===== config.mk =====
export PLATFORM = sky130hd
export DESIGN_NAME = big_core_hotplug_governor
export DESIGN_NICKNAME = d
export VERILOG_FILES = /design/src/design/bchg_pkg.sv /design/src/design/bchg_cfg.sv /design/src/design/bchg_dp.sv /design/src/design/bchg_ctrl.sv /design/src/design/big_core_hotplug_governor.sv
export VERILOG_INCLUDE_DIRS = /design/src /design/src/design
export SDC_FILE = /design/constraint.sdc
export NUM_CORES = 2
export LEC_CHECK = 0
export ABC_CLOCK_PERIOD_IN_PS = 14800
export BUFFER_PORTS_ARGS = -buffer_cell sky130_fd_sc_hd__buf_4
export CAP_MARGIN = 5
export CORE_UTILIZATION = 61
export DETAILED_ROUTE_END_ITERATION = 7
export PLACE_DENSITY = 0.81
export SYNTH_ARGS = -nofsm -noshare
export SYNTH_HDL_FRONTEND = slang
export SYNTH_SLANG_ARGS = --single-unit

===== constraint.sdc =====
create_clock -name clk_i -period 14.8 [get_ports clk_i]
set_input_delay 2.96 -clock clk_i [delete_from_list [all_inputs] [get_ports clk_i]]
set_output_delay 2.96 -clock clk_i [all_outputs]
set_load 0.02 [all_outputs]

===== src/design/assert_macros.svh =====
// Assertion macros shared by the hotplug governor modules.
`ifndef ASSERT_MACROS_SVH
`define ASSERT_MACROS_SVH

// Check a property on every clock edge outside reset.
`define BCHG_ASSERT(lbl, prop, msg) \
  lbl: assert property (@(posedge clk_i) disable iff (!rst_ni) prop) \
    else $error(msg);

// Check that a condition is followed by another in the next cycle.
`define BCHG_ASSERT_NEXT(lbl, ante, cons, msg) \
  lbl: assert property (@(posedge clk_i) disable iff (!rst_ni) (ante) |=> (cons)) \
    else $error(msg);

`endif


===== src/design/bchg_pkg.sv =====
// Types and constants of the big core hotplug governor.
`default_nettype none

package bchg_pkg;

  // Widths fixed by the request and result formats
  localparam int CORE_IDX_W = 2;
  localparam int MAX_NCORES = 4;
  localparam int MASK_W     = 4;
  localparam int CFG_IDX_W  = 3;
  localparam int CFG_DATA_W = 16;
  localparam int LOAD_W     = 7;
  localparam int NUM_W      = 71;
  localparam int DIV_STEPS  = 7;

  // Register indexes
  localparam logic [CFG_IDX_W-1:0] CFG_DELAY_MS      = 3'd0;
  localparam logic [CFG_IDX_W-1:0] CFG_SCREEN_SINGLE = 3'd1;
  localparam logic [CFG_IDX_W-1:0] CFG_MAX_CORES     = 3'd2;
  localparam logic [CFG_IDX_W-1:0] CFG_MIN_CORES     = 3'd3;
  localparam logic [CFG_IDX_W-1:0] CFG_UP_THRESHOLD  = 3'd4;
  localparam logic [CFG_IDX_W-1:0] CFG_DOWN_THRESHOLD = 3'd5;
  localparam logic [CFG_IDX_W-1:0] CFG_CYCLES_UP     = 3'd6;
  localparam logic [CFG_IDX_W-1:0] CFG_CYCLES_DOWN   = 3'd7;

  // Register reset values
  localparam logic [15:0] RST_DELAY_MS       = 16'd100;
  localparam logic        RST_SCREEN_SINGLE  = 1'b1;
  localparam logic [2:0]  RST_MAX_CORES      = 3'd4;
  localparam logic [2:0]  RST_MIN_CORES      = 3'd2;
  localparam logic [6:0]  RST_UP_THRESHOLD   = 7'd80;
  localparam logic [6:0]  RST_DOWN_THRESHOLD = 7'd25;
  localparam logic [7:0]  RST_CYCLES_UP      = 8'd1;
  localparam logic [7:0]  RST_CYCLES_DOWN    = 8'd1;

  // Request codes
  localparam logic [1:0] REQ_TICK       = 2'd0;
  localparam logic [1:0] REQ_SCREEN_ON  = 2'd1;
  localparam logic [1:0] REQ_SCREEN_OFF = 2'd2;

  // Action codes
  localparam logic [1:0] ACT_NONE    = 2'd0;
  localparam logic [1:0] ACT_PLUG    = 2'd1;
  localparam logic [1:0] ACT_UNPLUG  = 2'd2;

  // Fixed delays and load scale
  localparam logic [15:0]       FORCE_DELAY_MS  = 16'd2000;
  localparam logic [15:0]       RESUME_DELAY_MS = 16'd3000;
  localparam logic [LOAD_W-1:0] LOAD_FULL       = 7'd100;

  typedef struct packed {
    logic [1:0]  req_type;
    logic [63:0] wall_core0;
    logic [63:0] idle_core0;
    logic [63:0] wall_core1;
    logic [63:0] idle_core1;
    logic [63:0] wall_core2;
    logic [63:0] idle_core2;
    logic [63:0] wall_core3;
    logic [63:0] idle_core3;
  } in_item_t;

  typedef struct packed {
    logic [MASK_W-1:0] online_mask;
    logic [1:0]        action;
    logic [1:0]        action_core;
    logic [15:0]       next_delay_ms;
    logic [LOAD_W-1:0] fastest_load;
    logic [LOAD_W-1:0] slowest_load;
    logic [2:0]        online_count;
    logic              forced_all;
  } out_item_t;

  typedef struct packed {
    logic [15:0] delay_ms;
    logic        screen_off_single;
    logic [2:0]  max_cores;
    logic [2:0]  min_cores;
    logic [6:0]  up_threshold;
    logic [6:0]  down_threshold;
    logic [7:0]  cycles_before_up;
    logic [7:0]  cycles_before_down;
  } cfg_t;

  // What a captured request turns into
  typedef enum logic [1:0] {
    KIND_EVAL,
    KIND_ON,
    KIND_OFF,
    KIND_IGNORE
  } req_kind_e;

  // Controller to datapath
  typedef struct packed {
    logic                  accept;
    logic                  eval_start;
    logic                  diff;
    logic                  prep;
    logic                  scale;
    logic                  div_step;
    logic                  fold;
    logic                  decide;
    logic                  other;
    logic [2:0]            shift;
    logic [CORE_IDX_W-1:0] core;
  } dp_cmd_t;

  // Datapath to controller
  typedef struct packed {
    req_kind_e         kind;
    logic [MASK_W-1:0] online;
  } dp_status_t;

endpackage

`default_nettype wire


===== src/design/bchg_cfg.sv =====
// Configuration registers of the hotplug governor.
`default_nettype none

module bchg_cfg
  import bchg_pkg::*;
(
  input  wire logic                  clk_i,
  input  wire logic                  rst_ni,
  input  wire logic                  cfg_we_i,
  input  wire logic [CFG_IDX_W-1:0]  cfg_idx_i,
  input  wire logic [CFG_DATA_W-1:0] cfg_data_i,
  output cfg_t                       cfg_o
);

  cfg_t cfg_q;

  // Write the addressed register
  always_ff @(posedge clk_i or negedge rst_ni) begin
    if (!rst_ni) begin
      cfg_q.delay_ms           <= RST_DELAY_MS;
      cfg_q.screen_off_single  <= RST_SCREEN_SINGLE;
      cfg_q.max_cores          <= RST_MAX_CORES;
      cfg_q.min_cores          <= RST_MIN_CORES;
      cfg_q.up_threshold       <= RST_UP_THRESHOLD;
      cfg_q.down_threshold     <= RST_DOWN_THRESHOLD;
      cfg_q.cycles_before_up   <= RST_CYCLES_UP;
      cfg_q.cycles_before_down <= RST_CYCLES_DOWN;
    end else if (cfg_we_i) begin
      case (cfg_idx_i)
        CFG_DELAY_MS:       cfg_q.delay_ms           <= cfg_data_i[15:0];
        CFG_SCREEN_SINGLE:  cfg_q.screen_off_single  <= cfg_data_i[0];
        CFG_MAX_CORES:      cfg_q.max_cores          <= cfg_data_i[2:0];
        CFG_MIN_CORES:      cfg_q.min_cores          <= cfg_data_i[2:0];
        CFG_UP_THRESHOLD:   cfg_q.up_threshold       <= cfg_data_i[6:0];
        CFG_DOWN_THRESHOLD: cfg_q.down_threshold     <= cfg_data_i[6:0];
        CFG_CYCLES_UP:      cfg_q.cycles_before_up   <= cfg_data_i[7:0];
        CFG_CYCLES_DOWN:    cfg_q.cycles_before_down <= cfg_data_i[7:0];
        default: ;
      endcase
    end
  end

  assign cfg_o = cfg_q;

endmodule

`default_nettype wire


===== src/design/bchg_dp.sv =====
// Datapath of the hotplug governor: samples, load divider, decision, result.
`default_nettype none
`include "assert_macros.svh"

module bchg_dp
  import bchg_pkg::*;
#(
  parameter int NCORES = 4
) (
  input  wire logic     clk_i,
  input  wire logic     rst_ni,
  input  wire in_item_t in_item_i,
  input  wire cfg_t     cfg_i,
  input  wire dp_cmd_t  cmd_i,
  output dp_status_t    status_o,
  output out_item_t     out_item_o
);

  localparam int CW = $clog2(NCORES);
  localparam logic [NCORES-1:0] ALL_MASK = '1;

  function automatic logic [63:0] wall_sel(in_item_t it, logic [CORE_IDX_W-1:0] c);
    case (c)
      2'd0:    return it.wall_core0;
      2'd1:    return it.wall_core1;
      2'd2:    return it.wall_core2;
      default: return it.wall_core3;
    endcase
  endfunction

  function automatic logic [63:0] idle_sel(in_item_t it, logic [CORE_IDX_W-1:0] c);
    case (c)
      2'd0:    return it.idle_core0;
      2'd1:    return it.idle_core1;
      2'd2:    return it.idle_core2;
      default: return it.idle_core3;
    endcase
  endfunction

  function automatic logic [2:0] popcount(logic [NCORES-1:0] m);
    logic [2:0] n;
    n = '0;
    for (int c = 0; c < NCORES; c++) begin
      n = n + 3'(m[c]);
    end
    return n;
  endfunction

  // Persistent state
  logic [63:0]       prev_wall_q [NCORES];
  logic [63:0]       prev_idle_q [NCORES];
  logic [NCORES-1:0] online_q;
  logic [7:0]        tick_q;
  logic              ticking_q;

  // Per-request working registers
  in_item_t          item_q;
  logic [63:0]       dw_q, di_q, b_q;
  logic              zero_q;
  logic [NUM_W-1:0]  rem_q;
  logic [LOAD_W-1:0] quot_q;
  logic [LOAD_W-1:0] c0_q, fast_q, slow_q;
  logic [CORE_IDX_W-1:0] slow_core_q;
  logic [2:0]        count_q;
  out_item_t         out_q;

  logic [63:0]       cur_wall, cur_idle;
  logic [NUM_W-1:0]  b_ext, num, trial;
  logic [LOAD_W-1:0] fold_load;
  logic [15:0]       eff_delay;
  req_kind_e         kind;

  // Select the current core's counters
  assign cur_wall  = wall_sel(item_q, cmd_i.core);
  assign cur_idle  = idle_sel(item_q, cmd_i.core);
  assign b_ext     = NUM_W'(b_q);
  assign num       = (b_ext << 6) + (b_ext << 5) + (b_ext << 2);
  assign trial     = NUM_W'(dw_q) << cmd_i.shift;
  assign fold_load = zero_q ? '0 : quot_q;
  assign eff_delay = (cfg_i.delay_ms == '0) ? 16'd1 : cfg_i.delay_ms;

  // Classify the captured request
  always_comb begin
    if (item_q.req_type == REQ_TICK && ticking_q) begin
      kind = KIND_EVAL;
    end else if (item_q.req_type == REQ_SCREEN_ON && cfg_i.screen_off_single) begin
      kind = KIND_ON;
    end else if (item_q.req_type == REQ_SCREEN_OFF && cfg_i.screen_off_single) begin
      kind = KIND_OFF;
    end else begin
      kind = KIND_IGNORE;
    end
  end

  assign status_o.kind   = kind;
  assign status_o.online = MASK_W'(online_q);

  // Decision after all online cores are sampled
  logic [LOAD_W-1:0]     slow_f;
  logic [2:0]            count_f;
  logic                  off_found, plug_ok, unplug_ok, forced;
  logic [CORE_IDX_W-1:0] off_idx;
  logic [NCORES-1:0]     mask_dec, mask_oth;
  logic [7:0]            tick_dec;
  logic                  store_all;
  out_item_t             out_d;

  always_comb begin
    slow_f  = (c0_q < slow_q) ? c0_q : slow_q;
    count_f = count_q + 3'd1;
    off_found = 1'b0;
    off_idx   = '0;
    for (int c = NCORES - 1; c >= 1; c--) begin
      if (!online_q[c]) begin
        off_found = 1'b1;
        off_idx   = CORE_IDX_W'(c);
      end
    end
    plug_ok = (slow_f > cfg_i.up_threshold) && (count_f < cfg_i.max_cores) &&
              (tick_q >= cfg_i.cycles_before_up) && off_found;
    unplug_ok = !(slow_f > cfg_i.up_threshold) && (slow_core_q != '0) &&
                (fast_q < cfg_i.down_threshold) && (count_f > cfg_i.min_cores) &&
                (tick_q >= cfg_i.cycles_before_down);
    forced = count_f < cfg_i.min_cores;
    mask_dec = online_q;
    if (plug_ok) begin
      mask_dec = mask_dec | (NCORES'(1) << off_idx);
    end
    if (unplug_ok) begin
      mask_dec = mask_dec & ~(NCORES'(1) << slow_core_q);
    end
    tick_dec = (plug_ok || unplug_ok) ? 8'd0 : tick_q;

    case (kind)
      KIND_ON:  mask_oth = ALL_MASK;
      KIND_OFF: mask_oth = NCORES'(1);
      default:  mask_oth = online_q;
    endcase

    store_all = (cmd_i.decide && forced) || (cmd_i.other && kind == KIND_ON);

    // Assemble the result
    if (cmd_i.decide) begin
      out_d.online_mask   = MASK_W'(forced ? ALL_MASK : mask_dec);
      out_d.action        = plug_ok ? ACT_PLUG : (unplug_ok ? ACT_UNPLUG : ACT_NONE);
      out_d.action_core   = plug_ok ? off_idx : (unplug_ok ? slow_core_q : '0);
      out_d.next_delay_ms = forced ? FORCE_DELAY_MS : eff_delay;
      out_d.fastest_load  = fast_q;
      out_d.slowest_load  = slow_f;
      out_d.online_count  = count_f;
      out_d.forced_all    = forced;
    end else begin
      out_d.online_mask   = MASK_W'(mask_oth);
      out_d.action        = ACT_NONE;
      out_d.action_core   = '0;
      case (kind)
        KIND_ON:  out_d.next_delay_ms = RESUME_DELAY_MS;
        KIND_OFF: out_d.next_delay_ms = '0;
        default:  out_d.next_delay_ms = ticking_q ? eff_delay : '0;
      endcase
      out_d.fastest_load  = '0;
      out_d.slowest_load  = '0;
      out_d.online_count  = popcount(online_q);
      out_d.forced_all    = 1'b0;
    end
  end

  // Working registers and result
  always_ff @(posedge clk_i) begin
    if (cmd_i.accept) begin
      item_q <= in_item_i;
    end
    if (cmd_i.diff) begin
      dw_q <= cur_wall - prev_wall_q[cmd_i.core[CW-1:0]];
      di_q <= cur_idle - prev_idle_q[cmd_i.core[CW-1:0]];
    end
    if (cmd_i.prep) begin
      zero_q <= (dw_q == '0) || (dw_q < di_q);
      b_q    <= dw_q - di_q;
    end
    if (cmd_i.scale) begin
      rem_q  <= num;
      quot_q <= '0;
    end
    if (cmd_i.div_step && rem_q >= trial) begin
      rem_q  <= rem_q - trial;
      quot_q <= quot_q | (LOAD_W'(1) << cmd_i.shift);
    end
    if (cmd_i.fold) begin
      if (cmd_i.core == '0) begin
        c0_q        <= fold_load;
        fast_q      <= fold_load;
        slow_q      <= LOAD_FULL;
        slow_core_q <= '0;
        count_q     <= '0;
      end else begin
        count_q <= count_q + 3'd1;
        if (fold_load < slow_q) begin
          slow_core_q <= cmd_i.core;
          slow_q      <= fold_load;
        end else if (fold_load > fast_q) begin
          fast_q <= fold_load;
        end
      end
    end
    if (cmd_i.decide || cmd_i.other) begin
      out_q <= out_d;
    end
  end

  // Persistent governor state
  always_ff @(posedge clk_i or negedge rst_ni) begin
    if (!rst_ni) begin
      for (int c = 0; c < NCORES; c++) begin
        prev_wall_q[c] <= '0;
        prev_idle_q[c] <= '0;
      end
      online_q  <= ALL_MASK;
      tick_q    <= '0;
      ticking_q <= 1'b1;
    end else begin
      for (int c = 0; c < NCORES; c++) begin
        if (store_all || (cmd_i.diff && cmd_i.core == CORE_IDX_W'(c))) begin
          prev_wall_q[c] <= wall_sel(item_q, CORE_IDX_W'(c));
          prev_idle_q[c] <= idle_sel(item_q, CORE_IDX_W'(c));
        end
      end
      if (cmd_i.eval_start) begin
        online_q[0] <= 1'b1;
        if (tick_q != 8'hff) begin
          tick_q <= tick_q + 8'd1;
        end
      end
      if (cmd_i.decide) begin
        online_q <= forced ? ALL_MASK : mask_dec;
        tick_q   <= tick_dec;
      end
      if (cmd_i.other) begin
        online_q <= mask_oth;
        if (kind == KIND_ON) begin
          ticking_q <= 1'b1;
        end else if (kind == KIND_OFF) begin
          ticking_q <= 1'b0;
        end
      end
    end
  end

  assign out_item_o = out_q;

  `BCHG_ASSERT(a_load_range, cmd_i.fold |-> (fold_load <= LOAD_FULL), "load above full scale")
  `BCHG_ASSERT_NEXT(a_core0_online, cmd_i.eval_start, online_q[0], "core 0 not online")
  `BCHG_ASSERT(a_decide_eval, cmd_i.decide |-> (kind == KIND_EVAL), "decision outside a tick")

endmodule

`default_nettype wire


===== src/design/bchg_ctrl.sv =====
// Controller of the hotplug governor: sequences sampling, division and decision.
`default_nettype none
`include "assert_macros.svh"

module bchg_ctrl
  import bchg_pkg::*;
#(
  parameter int NCORES = 4
) (
  input  wire logic       clk_i,
  input  wire logic       rst_ni,
  input  wire logic       in_valid_i,
  output logic            in_stall_o,
  output logic            out_valid_o,
  input  wire logic       out_stall_i,
  input  wire dp_status_t status_i,
  output dp_cmd_t         cmd_o
);

  localparam logic [3:0] S_IDLE   = 4'd0;
  localparam logic [3:0] S_START  = 4'd1;
  localparam logic [3:0] S_DIFF   = 4'd2;
  localparam logic [3:0] S_PREP   = 4'd3;
  localparam logic [3:0] S_SCALE  = 4'd4;
  localparam logic [3:0] S_DIV    = 4'd5;
  localparam logic [3:0] S_FOLD   = 4'd6;
  localparam logic [3:0] S_DECIDE = 4'd7;
  localparam logic [3:0] S_OTHER  = 4'd8;

  logic [3:0]            state_q, state_d;
  logic [CORE_IDX_W-1:0] core_q, core_d;
  logic [2:0]            k_q, k_d;
  logic                  out_valid_q, out_valid_d;
  logic                  slot_free;
  logic                  nxt_found;
  logic [CORE_IDX_W-1:0] nxt_core;
  logic [7:0]            step_cmds;

  assign slot_free = !out_valid_q || !out_stall_i;

  // Find the next online core above the current one
  always_comb begin
    nxt_found = 1'b0;
    nxt_core  = '0;
    for (int c = NCORES - 1; c >= 1; c--) begin
      if (status_i.online[c] && CORE_IDX_W'(c) > core_q) begin
        nxt_found = 1'b1;
        nxt_core  = CORE_IDX_W'(c);
      end
    end
  end

  // Sequence one request
  always_comb begin
    state_d = state_q;
    core_d  = core_q;
    k_d     = k_q;
    cmd_o   = '0;
    cmd_o.core  = core_q;
    cmd_o.shift = k_q;
    case (state_q)
      S_IDLE: begin
        if (in_valid_i) begin
          cmd_o.accept = 1'b1;
          state_d = S_START;
        end
      end
      S_START: begin
        if (status_i.kind == KIND_EVAL) begin
          cmd_o.eval_start = 1'b1;
          core_d  = '0;
          state_d = S_DIFF;
        end else begin
          state_d = S_OTHER;
        end
      end
      S_DIFF: begin
        cmd_o.diff = 1'b1;
        state_d = S_PREP;
      end
      S_PREP: begin
        cmd_o.prep = 1'b1;
        state_d = S_SCALE;
      end
      S_SCALE: begin
        cmd_o.scale = 1'b1;
        k_d     = 3'(DIV_STEPS - 1);
        state_d = S_DIV;
      end
      S_DIV: begin
        cmd_o.div_step = 1'b1;
        if (k_q == '0) begin
          state_d = S_FOLD;
        end else begin
          k_d = k_q - 3'd1;
        end
      end
      S_FOLD: begin
        cmd_o.fold = 1'b1;
        if (nxt_found) begin
          core_d  = nxt_core;
          state_d = S_DIFF;
        end else begin
          state_d = S_DECIDE;
        end
      end
      S_DECIDE: begin
        if (slot_free) begin
          cmd_o.decide = 1'b1;
          state_d = S_IDLE;
        end
      end
      S_OTHER: begin
        if (slot_free) begin
          cmd_o.other = 1'b1;
          state_d = S_IDLE;
        end
      end
      default: state_d = S_IDLE;
    endcase
  end

  // Hold the result until it is taken
  always_comb begin
    out_valid_d = out_valid_q;
    if (cmd_o.decide || cmd_o.other) begin
      out_valid_d = 1'b1;
    end else if (!out_stall_i) begin
      out_valid_d = 1'b0;
    end
  end

  always_ff @(posedge clk_i or negedge rst_ni) begin
    if (!rst_ni) begin
      state_q     <= S_IDLE;
      core_q      <= '0;
      k_q         <= '0;
      out_valid_q <= 1'b0;
    end else begin
      state_q     <= state_d;
      core_q      <= core_d;
      k_q         <= k_d;
      out_valid_q <= out_valid_d;
    end
  end

  assign in_stall_o  = (state_q != S_IDLE);
  assign out_valid_o = out_valid_q;

  // Step commands that must never overlap
  assign step_cmds = {cmd_o.eval_start, cmd_o.diff, cmd_o.prep, cmd_o.scale,
                      cmd_o.div_step, cmd_o.fold, cmd_o.decide, cmd_o.other};

  `BCHG_ASSERT_NEXT(a_busy_after_accept, in_valid_i && !in_stall_o, in_stall_o, "no stall after request")
  `BCHG_ASSERT(a_load_slot, (cmd_o.decide || cmd_o.other) |-> slot_free, "result overwritten")
  `BCHG_ASSERT(a_cmd_onehot, $onehot0(step_cmds), "overlapping commands")

endmodule

`default_nettype wire


===== src/design/big_core_hotplug_governor.sv =====
// Top level of the big core hotplug governor.
// Requests carry a type (tick, screen on, screen off) and the cumulative
// wall and idle counters of four big cores; each request gives one result.
// A request is taken when in_valid_i is high and in_stall_o is low; a result
// is taken when out_valid_o is high and out_stall_i is low.
// A tick samples core 0 and every other online core in turn. For each core it
// runs a counter difference, zero check, scaling by 100 and a 7-step
// restoring divide on a 71-bit remainder, then folds into the min/max loads.
// A tick then ends in a decision step; screen events and ignored requests
// go from the start state straight to their result step.
// The next request can be taken in the cycle after the result register is loaded,
// so one result may wait in the output register while the next request runs.
// When out_stall_i holds a result and another one is ready, the controller
// waits before its decision step (or its screen event step) and in_stall_o stays high.
// Reset brings all cores online, clears the stored counters and tick count,
// starts ticking and loads the register defaults. Configuration writes are
// taken at any edge where cfg_we_i is high and apply to later requests.
`default_nettype none

module big_core_hotplug_governor
  import bchg_pkg::*;
#(
  parameter int BIG_CORES = 4
) (
  input  wire logic                  clk_i,
  input  wire logic                  rst_ni,
  input  wire logic                  in_valid_i,
  output logic                       in_stall_o,
  input  wire in_item_t              in_item_i,
  output logic                       out_valid_o,
  input  wire logic                  out_stall_i,
  output out_item_t                  out_item_o,
  input  wire logic                  cfg_we_i,
  input  wire logic [CFG_IDX_W-1:0]  cfg_idx_i,
  input  wire logic [CFG_DATA_W-1:0] cfg_data_i
);

  localparam int NCORES = (BIG_CORES < MAX_NCORES) ? BIG_CORES : MAX_NCORES;

  cfg_t       cfg;
  dp_cmd_t    cmd;
  dp_status_t status;

  bchg_cfg u_cfg (
    .clk_i      (clk_i),
    .rst_ni     (rst_ni),
    .cfg_we_i   (cfg_we_i),
    .cfg_idx_i  (cfg_idx_i),
    .cfg_data_i (cfg_data_i),
    .cfg_o      (cfg)
  );

  bchg_ctrl #(
    .NCORES (NCORES)
  ) u_ctrl (
    .clk_i       (clk_i),
    .rst_ni      (rst_ni),
    .in_valid_i  (in_valid_i),
    .in_stall_o  (in_stall_o),
    .out_valid_o (out_valid_o),
    .out_stall_i (out_stall_i),
    .status_i    (status),
    .cmd_o       (cmd)
  );

  bchg_dp #(
    .NCORES (NCORES)
  ) u_dp (
    .clk_i      (clk_i),
    .rst_ni     (rst_ni),
    .in_item_i  (in_item_i),
    .cfg_i      (cfg),
    .cmd_i      (cmd),
    .status_o   (status),
    .out_item_o (out_item_o)
  );

endmodule

`default_nettype wire


* Word-level counts from Yosys, hierarchy flattened
Index checks and enable logic that the tools add are counted.
W data, S select, Z words.
** Storage, ports and cells
- Bits in registers :: 1441
- Latch bits :: 0
- RAM bits :: 0
- Bits in read-only memories :: 0
- Bits of input ports :: 538
- Output and inout bits :: 44
- Logic and storage cells :: 274
- Memories kept :: 0
** Operators by class
- $add $sub $neg :: 12
- Multiply operators :: 0
- Divide/modulo/power cells :: 0
- Order comparisons :: 16
- Eq/ne operators :: 32
- Shift operators :: 4
- Muxes and demuxes :: 81
- Bitwise logic cells :: 6
- Reduce and logical (&&, ||, !) cells :: 70
** Operators by type and width (count)
- $pmux W64 S3 :: 2
- $bmux W64 S2 :: 2
- $mux W64 :: 4
- $sub A64 B64 Y64 :: 3
- $mux W71 :: 2
- $add A70 B69 Y71 :: 1
- $add A71 B66 Y71 :: 1
- $ge A71 B71 Y1 :: 1
- $shl A64 B3 Y71 :: 1
- $sub A71 B71 Y71 :: 1
- $logic_not A64 Y1 :: 1
- $lt A64 B64 Y1 :: 1
- $mux W7 :: 8
- $mux W16 :: 3
- $mux W42 :: 1
- $mux W4 :: 9
- $mux W8 :: 4
- $pmux W16 S2 :: 1
- $pmux W4 S8 :: 1
- $mux W2 :: 15
- $mux W1 :: 24
- $reduce_and A2 Y1 :: 12
- $lt A7 B7 Y1 :: 3
- $logic_and A1 B1 Y1 :: 20
- 47 further kinds :: 100

* Longest topological paths before layout
- Depth in word-level cells :: 12
- Depth in mapped cells :: 23
- Gate-level depth less buffers :: 22

* Modules after synthesis
From an unflattened synthesis, not the netlist that was laid out.
** Unflattened totals
- Cell total of the unflattened synthesis :: 6183
- Area total of the unflattened synthesis :: 80273.2 µm²
** By module, submodules not included
- bchg_dp :: times used 1, cells each 5983, area an instance 77439.3 µm²
- bchg_cfg :: times used 1, cells each 120, area an instance 2118.3 µm²
- bchg_ctrl :: times used 1, cells each 80, area an instance 715.7 µm²

* Worst setup path after synthesis
Ideal clock, no wire load.
- Path kind :: input port to flip-flop
- From :: in in_valid_i
- To :: reg u_dp.item_q[0] in the netlist's numbering (enable)
- Arrival time :: 14607 ps
- Required time :: 13849 ps
- Slack :: -758 ps
- Stages :: 1
- Buffers on the path :: 0
- Cell sequence :: and3_1
** On the way
- Word-level cells in the longest chain between the ends :: 2
** Ends and longest elaborated chain
- start, declared :: RTL line big_core_hotplug_governor.sv:27 : input wire logic in_valid_i,
- $mux W1 :: RTL line bchg_ctrl.sv:63 : if (in_valid_i) begin
- $mux W1 :: RTL line bchg_ctrl.sv:61 : case (state_q)
- end signal, assigned :: RTL line bchg_dp.sv:171 : item_q <= in_item_i;
- end, declared :: RTL line bchg_dp.sv:57 : in_item_t item_q;
Every way passes these cells.
A chain may end at the register's enable or synchronous reset.

* Final worst setup path
- From :: reg u_ctrl.k_q[0]
- To :: reg u_dp.rem_q[46] (enable)
** On the way
- Word-level cells in the longest chain between the ends :: 4
** Ends and longest elaborated chain
- start, declared :: RTL line bchg_ctrl.sv:32 : logic [2:0] k_q, k_d;
- start signal, assigned :: RTL line bchg_ctrl.sv:142 : k_q <= k_d;
- $shl A64 B3 Y71 :: RTL line bchg_dp.sv:78 : assign trial = NUM_W'(dw_q) << cmd_i.shift;
- $ge A71 B71 Y1 :: RTL line bchg_dp.sv:185 : if (cmd_i.div_step && rem_q >= trial) begin
- $logic_and A1 B1 Y1 :: RTL line bchg_dp.sv:185
- $reduce_bool A2 Y1 (no line)
- end signal, assigned :: RTL line bchg_dp.sv:182 : rem_q <= num;
- end signal, assigned :: RTL line bchg_dp.sv:186 : rem_q <= rem_q - trial;
- end, declared :: RTL line bchg_dp.sv:60 : logic [NUM_W-1:0] rem_q;
Every way passes these cells.

==> summary.md <==
| Metric | Value |
|---|---|
| Run status | finished, final reports clean |
| Cell depth of the worst flop-to-flop path | 15 |
| Worst Tran Pin Value | 1220 ps |
| Placed instance area | 85,700 µm² |
| DRC | 0 |
| Vias in the first global route | 55,800 |
| ANT cells | 0 |
| XOR/XNOR share of the synthesized area | 3.34% |
| Fraction of the mapped netlist area in compound gates | 10.5% |
| DP HPWL | 162,000 µm |
| Commonest register cell after synthesis | edfxtp_1 |
| Post-synthesis simple-gate area fraction | 6.92% |
| CTS tree | done |
| Layout cell share with drive strength beyond 1 | 26.6% |
| Die W | 364 µm |
| Main combinational cell family by area after synthesis | multiplexers |
| RSZ-0062 raised after global routing | no |
| Vias | 55,100 |
| Place WS | 7640 ps |
| Synth Cell Area | 79,800 µm² |
| Register area share after synthesis | 50.6% |
| Max Fclk | 138 MHz |
| Core Rows | 132 |
| Layout Skew | 52.5 ps |
| Final Wtd Congestion | 1.00 |
| Power Density | 266 nW/µm² |
| Synth Net Count | 7,227 |
| Leak | 37.4 nW |
| Period minus WS final | 7240 ps |
| Core area | 130,000 µm² |
| Syn Area/Cell | 12.8 µm² |
| Port Buf Inserts | 581 |
| Post-CTS sizing | 0 |
| Async set-or-reset flop fraction in the synthesized netlist | 40.8% |
| Period utilization | 48.9% |
| Post-CTS Setup Inserts | 0 |
| Global-route wire length before repair | 335,000 µm |
| Via/cell ratio | 6.42 |
| Die area | 132,000 µm² |
| GRT Util Overall | 33.6% |
| Final Max Slew Viols | 0 |
| Num ports | 582 |
| H-tree levels | 4 |
| Worst-path fanout max | 68 |
| Hold Path Depth | 1 |
| Die Ht | 364 µm |
| Maxcap violations | 0 |
| Area growth syn-to-layout | 14.1% |
| Adder-Cell Fraction of Synth Area | 7.82% |
| First-pass iteration count of the detailed router | 8 |
| Antenna Nets Post-Route | 0 |
| Yosys reg bits | 1,441 |
| Worst Setup Path Type | flop to flop |
| Hold Vio Cnt, Final | 0 |
| Total Power | 24.2 mW |
| Crit. End Element | flop |
| DR iter-0 viols | 5,355 |
| CTS clk-pin slew, worst paths | 60 ps |
| Worst setup margin | 7560 ps |
| Cts hold-fix bufs | 0 |
| CTS Buf Count | 152 |
| Post-synth EDFFs | 853 |
| Relative slew margins | 17.9% |
| Post-synthesis cell count | 6,230 |
| Mux contribution to synthesized area | 17.8% |
| Routed len/inst | 25.7 µm |
| Critical Path AT | 7650 ps |
| Largest net degree at the start of global routing | 162 |
| Startpoint types | flop |
| Yosys warns | 0 |
| Synth cell types | 96 |
| Design Area, Final | 91,000 µm² |
| Max Root-Sink Buffers | 3 |
| Worst Path Required | 15,210 ps |
| Nets | 7,718 |
| Root Driver | clkbuf_16 |
| Non-Filler Instances | 8,595 |
| Inst Count DP | 8,308 |
| Final setup vio count | 0 |
| Clk sink count | 1,441 |
| Hold crit path type | flop to flop |
| WL final | 221,000 µm |
| Initial antenna violation count | 3 |
| Starting Density | 61.6% |
| Fillers | 8,724 |
| Total gr overflow | 0 |
| Clock Latency Late Sink | 810 ps |
| VDD IR max | 0.142 mV |
| Setup TNS | 0 ps |
cells in the mapped netlist (46+ instances only):
cell type	number	area share (%)
a21o_1	248	2.3
a21oi_1	397	2.5
a31oi_1	51	0.40
and3_1	49	0.38
buf_1	50	0.24
clkbuf_1	211	0.99
dfrtp_1	570	18
edfxtp_1	853	32
fa_1	66	1.7
ha_1	393	6.2
inv_1	340	1.6
mux2_2	558	7.9
mux2i_1	81	1.0
mux4_2	313	8.8
nand2_1	341	1.6
nand2b_1	60	0.47
nand3_1	76	0.48
nand4_1	91	0.71
nor2_1	232	1.1
nor2b_1	62	0.49
nor3_1	55	0.34
o21a_1	46	0.43
o21ai_0	237	1.5
o21bai_1	51	0.48
xnor2_1	182	2.0
xor2_1	122	1.3
logic make-up (layout without fill, tap and decap cells):
kind of cell / Yosys count / count (layout)
AND/OR/NAND/NOR: 1120 / 1120
multiplexers: 955 / 955
buffers and inverters: 634 / 1257
AO/OA/AOI/OAI: 1317 / 1317
XOR/XNOR: 304 / 304
adder cells (fa/ha/maj): 459 / 459
flip-flops: 1441 / 1441
registers in the layout, indices dropped and copies added (netlist names), 3 cells and up:
| register | flops |
|---|---|
| u_dp.c0_q | 7 |
| u_dp.prev_idle_q | 256 |
| u_dp.dw_q | 64 |
| u_dp.quot_q | 7 |
| u_dp.item_q | 514 |
| u_dp.prev_wall_q | 256 |
| u_ctrl.state_q | 4 |
| u_dp.online_q | 4 |
| u_cfg.cfg_o | 53 |
| u_dp.out_item_o | 42 |
| u_dp.rem_q | 71 |
| u_dp.di_q | 64 |
| u_dp.count_q | 3 |
| u_dp.b_q | 64 |
| u_dp.tick_q | 8 |
| u_dp.fast_q | 7 |
| u_dp.slow_q | 7 |
| u_ctrl.k_q | 3 |
worst max-delay path, cell delays in order (launching register included):
cell       delay, ps
dfrtp_4          590
buf_4            790
mux4_2           630
mux2i_1          180
ha_1             290
nand2_1          110
nor2_1           160
o2111ai_1        220
a2111oi_1        550
nor3_2           170
o211ai_1         430
a21oi_2          180
o221ai_1         530
a22o_4           640
nand2b_4         620
buf_4            610
stage by stage:
stage	hold WS, ps	util [%]
floorplan	475	-
global placement	482	66.1
detailed placement	490	66.1
CTS	493	70.2
global route	512	70.2
finish	501	70.2
area by class of cell:
type	instances	area [µm²]	area share, %
Clock buffer	203	4280	4.70
Clock inverter	83	1060	1.16
Inverter	342	1280	1.41
Multi-Input combinational cell	4155	37100	40.8
Sequential cell	1441	40400	44.3
Tap cell	1742	2180	2.39
Timing Repair Buffer	629	4770	5.24
layout by cell type, fill, tap and decap left out, drive strengths merged, types with 13 or more instances in the layout:
| master | instances |
|---|---|
| a211oi | 19 |
| a21boi | 19 |
| a21o | 248 |
| a21oi | 399 |
| a221oi | 13 |
| a31oi | 53 |
| and2 | 47 |
| and3 | 49 |
| buf | 629 |
| bufinv | 16 |
| clkbuf | 203 |
| clkinv | 49 |
| dfrtp | 570 |
| dfstp | 18 |
| edfxtp | 853 |
| fa | 66 |
| ha | 393 |
| inv | 349 |
| mux2 | 561 |
| mux2i | 81 |
| mux4 | 313 |
| nand2 | 341 |
| nand2b | 60 |
| nand3 | 76 |
| nand4 | 92 |
| nor2 | 232 |
| nor2b | 62 |
| nor3 | 56 |
| nor3b | 13 |
| nor4 | 33 |
| o211ai | 19 |
| o21a | 46 |
| o21ai | 275 |
| o21bai | 52 |
| o221ai | 14 |
| o31a | 14 |
| o31ai | 24 |
| or3 | 15 |
| xnor2 | 182 |
| xor2 | 122 |
layer usage:
metal / track usage (%) / vias up / wire length (µm)
li1: - / 24500 / -
met1: 45.6 / 27800 / 90700
met2: 53.8 / 2323 / 105000
met3: 5.57 / 515 / 14900
met4: 14.6 / 0 / 10200
met5: 0 / - / 0
report_power, final:
| part | internal (mW) | switching [mW] |
|---|---|---|
| clock | 2.34 | 1.67 |
| combinational | 5.47 | 7.65 |
| sequential | 6.11 | 0.932 |
final timing paths:
| path | start | endpoint | slack (ps) |
|---|---|---|---|
| worst max-delay path | u_ctrl.k_q[0] | u_dp.rem_q[46] | 7560 |
| worst min-delay path | u_dp.prev_wall_q[94] | u_dp.prev_wall_q[94] | 500 |
| worst max register to register | u_ctrl.k_q[0] | u_dp.rem_q[46] | 7560 |
| worst min register to register | u_dp.prev_wall_q[94] | u_dp.prev_wall_q[94] | 500 |
| max in group asynchronous | rst_ni | u_dp.prev_idle_q[112] | 9350 |
| min in group asynchronous | rst_ni | u_dp.prev_wall_q[151] | 2190 |
(Power assumes the default switching activity.)
